--- src/hw/rtl/gcss_pkg.sv ---
// ---------------------------------------------------------------------------
// gcss_pkg
// Shared widths, codes and types of the graph coloring block.
// ---------------------------------------------------------------------------
package gcss_pkg;

  localparam int MAX_NODES  = 32;
  localparam int NODE_W     = 5;
  localparam int COUNT_W    = 6;
  localparam int NUM_COLORS = 16;
  localparam int COLOR_W    = 4;
  localparam int K_W        = 5;
  localparam int COST_W     = 16;
  localparam int OP_W       = 2;
  localparam int PADDR_W    = 3;
  localparam int PDATA_W    = 32;

  localparam logic [OP_W-1:0] OP_EDGE  = 2'd0;
  localparam logic [OP_W-1:0] OP_COST  = 2'd1;
  localparam logic [OP_W-1:0] OP_RUN   = 2'd2;
  localparam logic [OP_W-1:0] OP_CLEAR = 2'd3;

  localparam logic REG_K_REGS     = 1'b0;
  localparam logic REG_NODE_COUNT = 1'b1;

  typedef logic [COLOR_W-1:0] color_t;
  typedef color_t [MAX_NODES-1:0] color_arr_t;

  typedef struct packed {
    logic   found;
    color_t color;
  } sel_t;

endpackage

--- src/hw/rtl/gcss_if.sv ---
// ---------------------------------------------------------------------------
// gcss_if
// Valid/ready channels for load and run items and for per-node results.
// ---------------------------------------------------------------------------
interface gcss_req_if;
  logic                         valid;
  logic                         ready;
  logic [gcss_pkg::OP_W-1:0]    op;
  logic [gcss_pkg::NODE_W-1:0]  node_a;
  logic [gcss_pkg::NODE_W-1:0]  node_b;
  logic [gcss_pkg::COST_W-1:0]  cost;
  modport source(output valid, op, node_a, node_b, cost, input ready);
  modport sink(input valid, op, node_a, node_b, cost, output ready);
endinterface

interface gcss_rsp_if;
  logic                         valid;
  logic                         ready;
  logic [gcss_pkg::NODE_W-1:0]  node;
  logic [gcss_pkg::COLOR_W-1:0] color;
  logic                         spilled;
  logic                         was_candidate;
  logic                         last;
  modport source(output valid, node, color, spilled, was_candidate, last, input ready);
  modport sink(input valid, node, color, spilled, was_candidate, last, output ready);
endinterface

--- src/hw/rtl/gcss_ram.sv ---
// ---------------------------------------------------------------------------
// gcss_ram
// Simple dual-port synchronous RAM, one write and one registered read port.
// ---------------------------------------------------------------------------
module gcss_ram #(
  parameter int WIDTH = 32,
  parameter int DEPTH = 32
) (
  input  logic                     clk,
  input  logic                     we,
  input  logic [$clog2(DEPTH)-1:0] waddr,
  input  logic [WIDTH-1:0]         wdata,
  input  logic [$clog2(DEPTH)-1:0] raddr,
  output logic [WIDTH-1:0]         rdata
);

  logic [WIDTH-1:0] mem [DEPTH];

  always_ff @(posedge clk) begin
    if (we) begin
      mem[waddr] <= wdata;
    end
    rdata <= mem[raddr];
  end

endmodule

--- src/hw/rtl/gcss_color_sel.sv ---
// ---------------------------------------------------------------------------
// gcss_color_sel
// Finds the lowest color below K that no colored neighbor holds.
// ---------------------------------------------------------------------------
module gcss_color_sel (
  input  logic [gcss_pkg::MAX_NODES-1:0] nb,
  input  gcss_pkg::color_arr_t           colors,
  input  logic [gcss_pkg::K_W-1:0]       k,
  output gcss_pkg::sel_t                 sel
);

  logic [gcss_pkg::NUM_COLORS-1:0] used;
  logic [gcss_pkg::NUM_COLORS:0]   kmask;
  logic [gcss_pkg::NUM_COLORS-1:0] avail;
  logic [gcss_pkg::NUM_COLORS-1:0] lowest;

  always_comb begin
    used = '0;
    for (int i = 0; i < gcss_pkg::MAX_NODES; i++) begin
      if (nb[i]) begin
        used[colors[i]] = 1'b1;
      end
    end
    kmask  = (17'd1 << k) - 17'd1;
    avail  = ~used & kmask[gcss_pkg::NUM_COLORS-1:0];
    lowest = avail & (~avail + 16'd1);
    sel.found = |avail;
    sel.color = '0;
    for (int c = 0; c < gcss_pkg::NUM_COLORS; c++) begin
      if (lowest[c]) begin
        sel.color = sel.color | gcss_pkg::color_t'(c);
      end
    end
  end

endmodule

--- src/hw/rtl/graph_coloring_simplify_select.sv ---
// ---------------------------------------------------------------------------
// graph_coloring_simplify_select
// Chaitin-Briggs simplify and select over a RAM-held interference graph.
// ---------------------------------------------------------------------------
// Items arrive on the req channel. An edge item (op 0) passes ST_EDGE_A and
// ST_EDGE_B: it reads and rewrites the row of each end node in the adjacency
// RAM. A cost item (op 1) and a clear item (op 3) are done on acceptance,
// without leaving the idle state. A run item (op 2) colors nodes 0 to n-1, n
// being node_count capped at 32, then sends one result per node, in node
// order, on the rsp channel, with last set on the final one. Simplify scans
// the nodes from 0 up and restarts after each removed node, with a RAM read,
// then a degree count, per scanned node; select pops each node and tries to
// color it. The adjacency RAM read port is the limiting resource.
// req.ready is high only while no item is in progress. A finished result
// sits in the output register; a stall on rsp holds it and the run waits.
// Reset (rst, synchronous) empties the graph by clearing per-row valid
// bits, zeroes all costs the same way, and loads K = 4 and node_count = 32.
// A clear item drops the same valid bits; no sweep is needed.
// Registers k_regs and node_count sit at APB byte addresses 0 and 4.
// ---------------------------------------------------------------------------
module graph_coloring_simplify_select (
  input  logic                            clk,
  input  logic                            rst,
  input  logic                            psel,
  input  logic                            penable,
  input  logic                            pwrite,
  input  logic [gcss_pkg::PADDR_W-1:0]    paddr,
  input  logic [gcss_pkg::PDATA_W-1:0]    pwdata,
  output logic [gcss_pkg::PDATA_W-1:0]    prdata,
  output logic                            pready,
  gcss_req_if.sink                        req,
  gcss_rsp_if.source                      rsp
);

  localparam logic [2:0] ST_IDLE    = 3'd0;
  localparam logic [2:0] ST_EDGE_A  = 3'd1;
  localparam logic [2:0] ST_EDGE_B  = 3'd2;
  localparam logic [2:0] ST_SCAN_RD = 3'd3;
  localparam logic [2:0] ST_SCAN_EV = 3'd4;
  localparam logic [2:0] ST_POP     = 3'd5;
  localparam logic [2:0] ST_COLOR   = 3'd6;
  localparam logic [2:0] ST_OUT     = 3'd7;

  localparam int N  = gcss_pkg::MAX_NODES;
  localparam int NW = gcss_pkg::NODE_W;
  localparam int CW = gcss_pkg::COUNT_W;

  // Population count in five folding steps.
  function automatic logic [CW-1:0] popcnt(input logic [N-1:0] x);
    logic [N-1:0] a, b, c, d, e;
    a = x - ((x >> 1) & 32'h5555_5555);
    b = (a & 32'h3333_3333) + ((a >> 2) & 32'h3333_3333);
    c = (b + (b >> 4)) & 32'h0F0F_0F0F;
    d = c + (c >> 8);
    e = d + (d >> 16);
    return e[CW-1:0];
  endfunction

  logic [2:0]                      state;
  logic [gcss_pkg::K_W-1:0]        k_regs;
  logic [CW-1:0]                   node_count;
  logic [CW-1:0]                   n;
  logic [gcss_pkg::K_W-1:0]        k;
  logic [NW-1:0]                   ea, eb;
  logic [NW-1:0]                   v;
  logic [NW-1:0]                   pv;
  logic [N-1:0]                    active, colored, cand;
  logic [N-1:0]                    adj_ok, cost_ok;
  logic                            adj_rok, cost_rok;
  logic                            have_best;
  logic [NW-1:0]                   best_node;
  logic [gcss_pkg::COST_W-1:0]     best_cost;
  logic [CW-1:0]                   sp;
  logic [NW-1:0]                   stack [N];
  gcss_pkg::color_arr_t            node_color;
  logic [CW-1:0]                   o_idx;
  logic                            ovalid;

  // RAM ports.
  logic                            adj_we;
  logic [NW-1:0]                   adj_waddr, adj_raddr;
  logic [N-1:0]                    adj_wdata, adj_rdata;
  logic                            cost_we;
  logic [gcss_pkg::COST_W-1:0]     cost_rdata;

  // Derived values.
  logic [CW-1:0]                   sp_m1;
  logic [N-1:0]                    row;
  logic [gcss_pkg::COST_W-1:0]     cst;
  logic [N-1:0]                    vbit;
  logic [CW-1:0]                   deg;
  logic                            is_low, is_last_v, take_v;
  logic                            push_en;
  logic [NW-1:0]                   push_node;
  logic                            push_cand;
  logic [N-1:0]                    act_next;
  logic [N-1:0]                    nb;
  gcss_pkg::sel_t                  sel;
  logic                            req_xfer;
  logic [CW-1:0]                   n_run;
  logic [N:0]                      job_wide;
  logic                            cfg_wr;

  assign req.ready = (state == ST_IDLE);
  assign req_xfer  = req.valid && req.ready;
  assign rsp.valid = ovalid;
  assign pready    = 1'b1;
  assign cfg_wr    = psel && penable && pwrite;
  assign prdata    = (paddr[2] == gcss_pkg::REG_NODE_COUNT) ?
                     {{(gcss_pkg::PDATA_W-CW){1'b0}}, node_count} :
                     {{(gcss_pkg::PDATA_W-gcss_pkg::K_W){1'b0}}, k_regs};

  assign sp_m1 = sp - 6'd1;
  assign row   = adj_rok ? adj_rdata : '0;
  assign cst   = cost_rok ? cost_rdata : '0;
  assign vbit  = 32'd1 << v;
  assign n_run = (node_count > 6'(N)) ? 6'(N) : node_count;
  assign job_wide = (33'd1 << n_run) - 33'd1;

  // Read address of the adjacency RAM follows the current phase.
  always_comb begin
    case (state)
      ST_IDLE:   adj_raddr = req.node_a;
      ST_EDGE_A: adj_raddr = eb;
      ST_POP:    adj_raddr = stack[sp_m1[NW-1:0]];
      default:   adj_raddr = v;
    endcase
  end

  // Edge insertion rewrites one row in each of the edge states, ST_EDGE_A and ST_EDGE_B.
  always_comb begin
    adj_we    = 1'b0;
    adj_waddr = ea;
    adj_wdata = row | (32'd1 << eb);
    if (state == ST_EDGE_A) begin
      adj_we = 1'b1;
    end else if (state == ST_EDGE_B) begin
      adj_we    = 1'b1;
      adj_waddr = eb;
      adj_wdata = row | (32'd1 << ea);
    end
  end

  assign cost_we = req_xfer && (req.op == gcss_pkg::OP_COST);

  gcss_ram #(.WIDTH(N), .DEPTH(N)) u_adj (
    .clk   (clk),
    .we    (adj_we),
    .waddr (adj_waddr),
    .wdata (adj_wdata),
    .raddr (adj_raddr),
    .rdata (adj_rdata)
  );

  gcss_ram #(.WIDTH(gcss_pkg::COST_W), .DEPTH(N)) u_cost (
    .clk   (clk),
    .we    (cost_we),
    .waddr (req.node_a),
    .wdata (req.cost),
    .raddr (v),
    .rdata (cost_rdata)
  );

  // Simplify decision for the node whose row has just come back.
  always_comb begin
    deg       = popcnt(row & active & ~vbit);
    is_low    = active[v] && (deg < {1'b0, k});
    is_last_v = ({1'b0, v} == (n - 6'd1));
    take_v    = active[v] && (!have_best || (cst < best_cost));
    push_en   = 1'b0;
    push_node = v;
    push_cand = 1'b0;
    if (state == ST_SCAN_EV) begin
      if (is_low) begin
        push_en = 1'b1;
      end else if (is_last_v) begin
        push_en   = 1'b1;
        push_cand = 1'b1;
        push_node = take_v ? v : best_node;
      end
    end
    act_next = active & ~(32'd1 << push_node);
  end

  assign nb = row & colored & ~(32'd1 << pv);

  gcss_color_sel u_sel (
    .nb     (nb),
    .colors (node_color),
    .k      (k),
    .sel    (sel)
  );

  // Stack and per-node payload; these need no reset.
  always_ff @(posedge clk) begin
    if (push_en) begin
      stack[sp[NW-1:0]] <= push_node;
      cand[push_node]   <= push_cand;
    end
    if (state == ST_COLOR && sel.found) begin
      node_color[pv] <= sel.color;
    end
    if (state == ST_POP) begin
      pv <= stack[sp_m1[NW-1:0]];
    end
    if (state == ST_IDLE) begin
      ea <= req.node_a;
      eb <= req.node_b;
    end
    adj_rok  <= adj_ok[adj_raddr];
    cost_rok <= cost_ok[v];
  end

  // Output register.
  always_ff @(posedge clk) begin
    if (rst) begin
      ovalid <= 1'b0;
    end else if (state == ST_OUT && (!ovalid || rsp.ready)) begin
      ovalid <= 1'b1;
    end else if (rsp.ready) begin
      ovalid <= 1'b0;
    end
  end

  always_ff @(posedge clk) begin
    if (state == ST_OUT && (!ovalid || rsp.ready)) begin
      rsp.node          <= o_idx[NW-1:0];
      rsp.color         <= colored[o_idx[NW-1:0]] ? node_color[o_idx[NW-1:0]] : '0;
      rsp.spilled       <= !colored[o_idx[NW-1:0]];
      rsp.was_candidate <= cand[o_idx[NW-1:0]];
      rsp.last          <= (o_idx == (n - 6'd1));
    end
  end

  // Configuration registers.
  always_ff @(posedge clk) begin
    if (rst) begin
      k_regs     <= 5'd4;
      node_count <= 6'd32;
    end else if (cfg_wr && pready) begin
      if (paddr[2] == gcss_pkg::REG_K_REGS) begin
        k_regs <= pwdata[gcss_pkg::K_W-1:0];
      end else begin
        node_count <= pwdata[CW-1:0];
      end
    end
  end

  // Main sequencer.
  always_ff @(posedge clk) begin
    if (rst) begin
      state     <= ST_IDLE;
      adj_ok    <= '0;
      cost_ok   <= '0;
      active    <= '0;
      colored   <= '0;
      sp        <= '0;
      v         <= '0;
      have_best <= 1'b0;
      o_idx     <= '0;
    end else begin
      case (state)
        ST_IDLE: begin
          if (req_xfer) begin
            case (req.op)
              gcss_pkg::OP_EDGE: begin
                if (req.node_a != req.node_b) begin
                  state <= ST_EDGE_A;
                end
              end
              gcss_pkg::OP_COST: begin
                cost_ok[req.node_a] <= 1'b1;
              end
              gcss_pkg::OP_RUN: begin
                n         <= n_run;
                k         <= (k_regs > 5'd16) ? 5'd16 : k_regs;
                active    <= job_wide[N-1:0];
                colored   <= '0;
                sp        <= '0;
                v         <= '0;
                have_best <= 1'b0;
                if (n_run != '0) begin
                  state <= ST_SCAN_RD;
                end
              end
              default: begin
                adj_ok  <= '0;
                cost_ok <= '0;
              end
            endcase
          end
        end
        ST_EDGE_A: begin
          adj_ok[ea] <= 1'b1;
          state      <= ST_EDGE_B;
        end
        ST_EDGE_B: begin
          adj_ok[eb] <= 1'b1;
          state      <= ST_IDLE;
        end
        ST_SCAN_RD: begin
          state <= ST_SCAN_EV;
        end
        ST_SCAN_EV: begin
          if (push_en) begin
            active    <= act_next;
            sp        <= sp + 6'd1;
            v         <= '0;
            have_best <= 1'b0;
            state     <= (act_next == '0) ? ST_POP : ST_SCAN_RD;
          end else begin
            if (take_v) begin
              have_best <= 1'b1;
              best_node <= v;
              best_cost <= cst;
            end
            v     <= v + 5'd1;
            state <= ST_SCAN_RD;
          end
        end
        ST_POP: begin
          if (sp == '0) begin
            o_idx <= '0;
            state <= ST_OUT;
          end else begin
            sp    <= sp_m1;
            state <= ST_COLOR;
          end
        end
        ST_COLOR: begin
          if (sel.found) begin
            colored[pv] <= 1'b1;
          end
          state <= ST_POP;
        end
        ST_OUT: begin
          if (!ovalid || rsp.ready) begin
            o_idx <= o_idx + 6'd1;
            if (o_idx == (n - 6'd1)) begin
              state <= ST_IDLE;
            end
          end
        end
        default: begin
          state <= ST_IDLE;
        end
      endcase
    end
  end

endmodule

--- src/flat_wrapper.sv ---
// flat-port wrapper written by rule: the top's interface ports become plain ports
module graph_coloring_simplify_select_flat 
  (clk, rst, psel, penable, pwrite, paddr, pwdata, prdata, pready, req_valid, req_op, req_node_a, req_node_b, req_cost, req_ready, rsp_valid, rsp_node, rsp_color, rsp_spilled, rsp_was_candidate, rsp_last, rsp_ready);
  gcss_req_if req_i ();
  gcss_rsp_if rsp_i ();
  input  logic clk;
  input  logic rst;
  input  logic psel;
  input  logic penable;
  input  logic pwrite;
  input  logic [gcss_pkg::PADDR_W-1:0] paddr;
  input  logic [gcss_pkg::PDATA_W-1:0] pwdata;
  output logic [gcss_pkg::PDATA_W-1:0] prdata;
  output logic pready;
  input wire logic [$bits(req_i.valid)-1:0] req_valid;
  input wire logic [$bits(req_i.op)-1:0] req_op;
  input wire logic [$bits(req_i.node_a)-1:0] req_node_a;
  input wire logic [$bits(req_i.node_b)-1:0] req_node_b;
  input wire logic [$bits(req_i.cost)-1:0] req_cost;
  output wire logic [$bits(req_i.ready)-1:0] req_ready;
  output wire logic [$bits(rsp_i.valid)-1:0] rsp_valid;
  output wire logic [$bits(rsp_i.node)-1:0] rsp_node;
  output wire logic [$bits(rsp_i.color)-1:0] rsp_color;
  output wire logic [$bits(rsp_i.spilled)-1:0] rsp_spilled;
  output wire logic [$bits(rsp_i.was_candidate)-1:0] rsp_was_candidate;
  output wire logic [$bits(rsp_i.last)-1:0] rsp_last;
  input wire logic [$bits(rsp_i.ready)-1:0] rsp_ready;
  assign req_i.valid = req_valid;
  assign req_i.op = req_op;
  assign req_i.node_a = req_node_a;
  assign req_i.node_b = req_node_b;
  assign req_i.cost = req_cost;
  assign req_ready = req_i.ready;
  assign rsp_valid = rsp_i.valid;
  assign rsp_node = rsp_i.node;
  assign rsp_color = rsp_i.color;
  assign rsp_spilled = rsp_i.spilled;
  assign rsp_was_candidate = rsp_i.was_candidate;
  assign rsp_last = rsp_i.last;
  assign rsp_i.ready = rsp_ready;
  graph_coloring_simplify_select u_core (.clk(clk), .rst(rst), .psel(psel), .penable(penable), .pwrite(pwrite), .paddr(paddr), .pwdata(pwdata), .prdata(prdata), .pready(pready), .req(req_i), .rsp(rsp_i));
endmodule
--- config.mk ---
export PLATFORM = sky130hd
export DESIGN_NAME = graph_coloring_simplify_select_flat
export DESIGN_NICKNAME = d
export VERILOG_FILES = /design/src/hw/rtl/gcss_pkg.sv /design/src/hw/rtl/gcss_if.sv /design/src/hw/rtl/gcss_ram.sv /design/src/hw/rtl/gcss_color_sel.sv /design/src/hw/rtl/graph_coloring_simplify_select.sv /design/src/flat_wrapper.sv
export SDC_FILE = /design/constraint.sdc
export NUM_CORES = 2
export LEC_CHECK = 0
export BUFFER_PORTS_ARGS = -buffer_cell sky130_fd_sc_hd__buf_2
export CORE_MARGIN = 2
export CORE_UTILIZATION = 40
export CTS_BUF_LIST = sky130_fd_sc_hd__clkbuf_4 sky130_fd_sc_hd__clkbuf_8
export CTS_CLUSTER_DIAMETER = 80
export DETAILED_ROUTE_END_ITERATION = 6
export PLACE_DENSITY = 0.54
export SYNTH_ARGS = -nofsm -noshare
export SYNTH_HDL_FRONTEND = slang
export SYNTH_SLANG_ARGS = --single-unit
--- constraint.sdc ---
create_clock -name clk -period 8.8 [get_ports clk]
set_clock_uncertainty 0.1 [all_clocks]
set_input_delay 1.32 -clock clk [delete_from_list [all_inputs] [get_ports clk]]
set_output_delay 1.32 -clock clk [all_outputs]
set_load 0.005 [all_outputs]
==> impl_metrics.env <==
export IMPL_status="finished, final reports clean"
export IMPL_port_buffers=61
export IMPL_clk_pin_slew_ns=0.06
export IMPL_nNetsFinal=7157
export IMPL_fin_cells=10400
export IMPL_final_hold_violation_count=0
export IMPL_setup_viol=0
export IMPL_crit_path_frequent_cell="buf_4"
export IMPL_final_period_utilization=0.971
export IMPL_drcViolationCount=0
export IMPL_first_global_vias=61300
export IMPL_netlist_top_cells_area="edfxtp_1 (60%), mux4_2 (11%), dfxtp_1 (4.4%)"
export IMPL_core_rowCount=178
export IMPL_drtIter0Drc=7163
export IMPL_ioPinCount=117
export IMPL_final_max_slew_viol_count=0
export IMPL_drive_above_1_share=0.279
export IMPL_slowest_stage="fa_1"
export IMPL_critPathKind="flip-flop to flip-flop"
export IMPL_antenna_found_initial=17
export IMPL_hp_start="u_core.cost_ok[9]"
export IMPL_wl_per_cell_um=31.3
export IMPL_htree_levels=5
export IMPL_required_ns=9.60
export IMPL_ys_ff_latch=2126
export IMPL_end_kind="flip-flop"
export IMPL_grt_overflow_total=0
export IMPL_r2r_end="u_core.state[1]"
export IMPL_final_area_um2=111000
export IMPL_ctsHoldBuffers=0
export IMPL_critPathCapture="u_core.state[1]"
export IMPL_grt_use_total=0.263
export IMPL_slew_headroom=0.0456
export IMPL_die_w_um=492
export IMPL_drt_pass1_iter_count=6
export IMPL_start_kind="flip-flop"
export IMPL_ant_nets=0
export IMPL_wl_mm=325
export IMPL_ys_top_cells_by_count="edfxtp_1 (1,915), nand2_1 (553), mux4_2 (482)"
export IMPL_placed_area_um2=103000
export IMPL_p_leak_nw=36.1
export IMPL_cts_sinks=2126
export IMPL_root_buffer="clkbuf_8"
export IMPL_hp_class="flip-flop to flip-flop"
export IMPL_powerDensity_nw_per_um2=290
export IMPL_max_freq_mhz=117
export IMPL_clockBufferDepth=4
export IMPL_rsz0062_at_grt="yes"
export IMPL_place_congestion=1.03
export IMPL_yosysUniqueCellTypes=89
export IMPL_ir_worst_vdd_v=0.00164
export IMPL_path_buf_inv=10
export IMPL_rr_worst_depth=39
export IMPL_slowest_delay_ns=0.59
export IMPL_ys_warn_count=0
export IMPL_die_y_um=492
export IMPL_power_w=0.0322
export IMPL_path_depth=39
export IMPL_synth_area_um2=95100
export IMPL_crit_start="u_core.v[0]"
export IMPL_fp_dieArea_um2=242000
export IMPL_post_synth_top_count_cell="edfxtp_1"
export IMPL_worst_slew_pin_slew_ns=1.40
export IMPL_clock_latency_ns=1.08
export IMPL_cp_arrival_ns=9.35
export IMPL_grt_first_pass_wirelength_mm=458
export IMPL_avgSynthCellArea_um2=15.0
export IMPL_coreArea_um2=236000
export IMPL_crit_family="compound AO/OA/AOI/OAI gates"
export IMPL_ys_flop_type="edfxtp_1"
export IMPL_hpwl_mm=215
export IMPL_cts_inserted_buffers=367
export IMPL_synth_edf_count=1915
export IMPL_dp_cells=9719
export IMPL_initial_core_util=0.403
export IMPL_area_growth_pct=16.6
export IMPL_cp_max_fo=6
export IMPL_vias=63100
export IMPL_netlist_area_leader_share=0.605
export IMPL_maxCapViolations=0
export IMPL_cts_tree="done"
export IMPL_fin_crit_ns=8.55
export IMPL_ys_seq_area_frac=0.649
export IMPL_r2r_start="u_core.v[0]"
export IMPL_vias_per_cell=6.08
export IMPL_yosys_area_top_type="edfxtp_1"
export IMPL_grt_max_degree=133
export IMPL_reg2reg_setup_slack_ns=0.25
export IMPL_synthesis_instances=6360
export IMPL_synthArstFlopShare=0
==> cell families (layout without fill, tap and decap cells) <==
| logic type | Yosys count | in the layout | share of synthesized area |
|---|---|---|---|
| DFF | 2126 | 2126 | 0.649 |
| xor gates and xnor gates | 67 | 67 | 0.00625 |
| muxes | 530 | 530 | 0.119 |
| AOI/OAI and AO/OA | 1268 | 1268 | 0.0974 |
| other | 2 | 35 | 0.0000790 |
| and+or+nand+nor | 1661 | 1661 | 0.0822 |
| buffers and inverters | 579 | 1418 | 0.0277 |
| adders and majority gates | 127 | 127 | 0.0179 |
==> metrics by stage <==
stage / setup WS, ns / util / TNS (ns) / hold slack, ns
final: 0.254 / 0.470 / 0 / 0.366
after global routing: -0.182 / 0.470 / -0.337 / 0.338
after CTS: 0.00189 / 0.466 / 0 / 0.297
after detailed placement: -0.564 / 0.436 / -17.05 / 0.355
after global placement: -0.586 / 0.436 / -14.40 / 0.342
after floorplan: -0.00890 / - / -0.802 / 0.306
==> power by group <==
group	internal, W	leakage [nW]	switching, W	total [W]
sequential	0.0119	19.1	0.000222	0.0121
clock	0.00487	3.75	0.00390	0.00877
combinational	0.00489	13.3	0.00636	0.0113
total	0.0217	36.1	0.0105	0.0322
==> cell usage in the layout, fill, tap and decap left out, drive strengths merged, types with 107 or more instances in the layout <==
master and instances:
edfxtp 1915, buf 631, nand2 553, clkbuf 516, mux4 482, nor2 418, a2111oi 245, dfxtp 211
inv 155, a21oi 152, a211oi 137, o21ai 135, nand3 112, ha 112, a31oi 107
==> routing by layer <==
layer  track usage  wire length (µm)  vias up
li1              -                 -    26700
met2         0.404            148000     2923
met1         0.378            141000    32900
met5             0                65        -
met3        0.0459             24600      569
met4        0.0916             11800       10
==> tightest hold or removal path, stage by stage (launching register included) <==
cell     delay [ns]
dfxtp_1        0.32
a21oi_1        0.04
nor2_1         0.07
==> final cells by class <==
cell class | count | area (µm²)
Antenna cell | 8 | 20.0
Clock buffer | 515 | 6290
Clock inverter | 118 | 792
Fill cell | 20600 | 125000
Inverter | 153 | 578
Multi-Input combinational cell | 3680 | 32500
Sequential cell | 2126 | 61800
Tap cell | 3150 | 3940
Timing Repair Buffer | 632 | 4980
==> registers in the layout, summed over array words and instances, names as in the netlist, 6 cells and up <==
signal,count
u_core.o_idx,6
u_core.node_color,128
u_core.u_adj.rdata,32
u_core.n,6
u_core.best_cost,16
u_core.node_count,6
u_core.adj_ok,32
u_core.stack,160
u_core.colored,32
u_core.active,32
u_core.u_cost.mem,512
u_core.cost_ok,32
u_core.sp,6
u_core.u_adj.mem,1024
u_core.cand,32
u_core.u_cost.rdata,16
==> worst min path at each step <==
stage,to,slack [ns],cells past startpoint
global placement,u_core.cost_ok[6],0.34,2
floorplan,u_core.rsp.node[4],0.31,0
global route,u_core.eb[3],0.34,1
finish,u_core.cost_ok[9],0.37,2
detailed placement,u_core.cost_ok[14],0.35,2
CTS,u_core.eb[4],0.30,1
==> timing repair <==
item | in CTS | in global routing
hold endpoints to repair | 0 | 0
endpoints found under the setup margin | 98 | 130
pin swaps | 15 | 69
setup buffers | 0 | 22
gates cloned | 0 | 1
gates resized for setup | 32 | 137
Note: power is estimated with default switching activity, not from simulation.
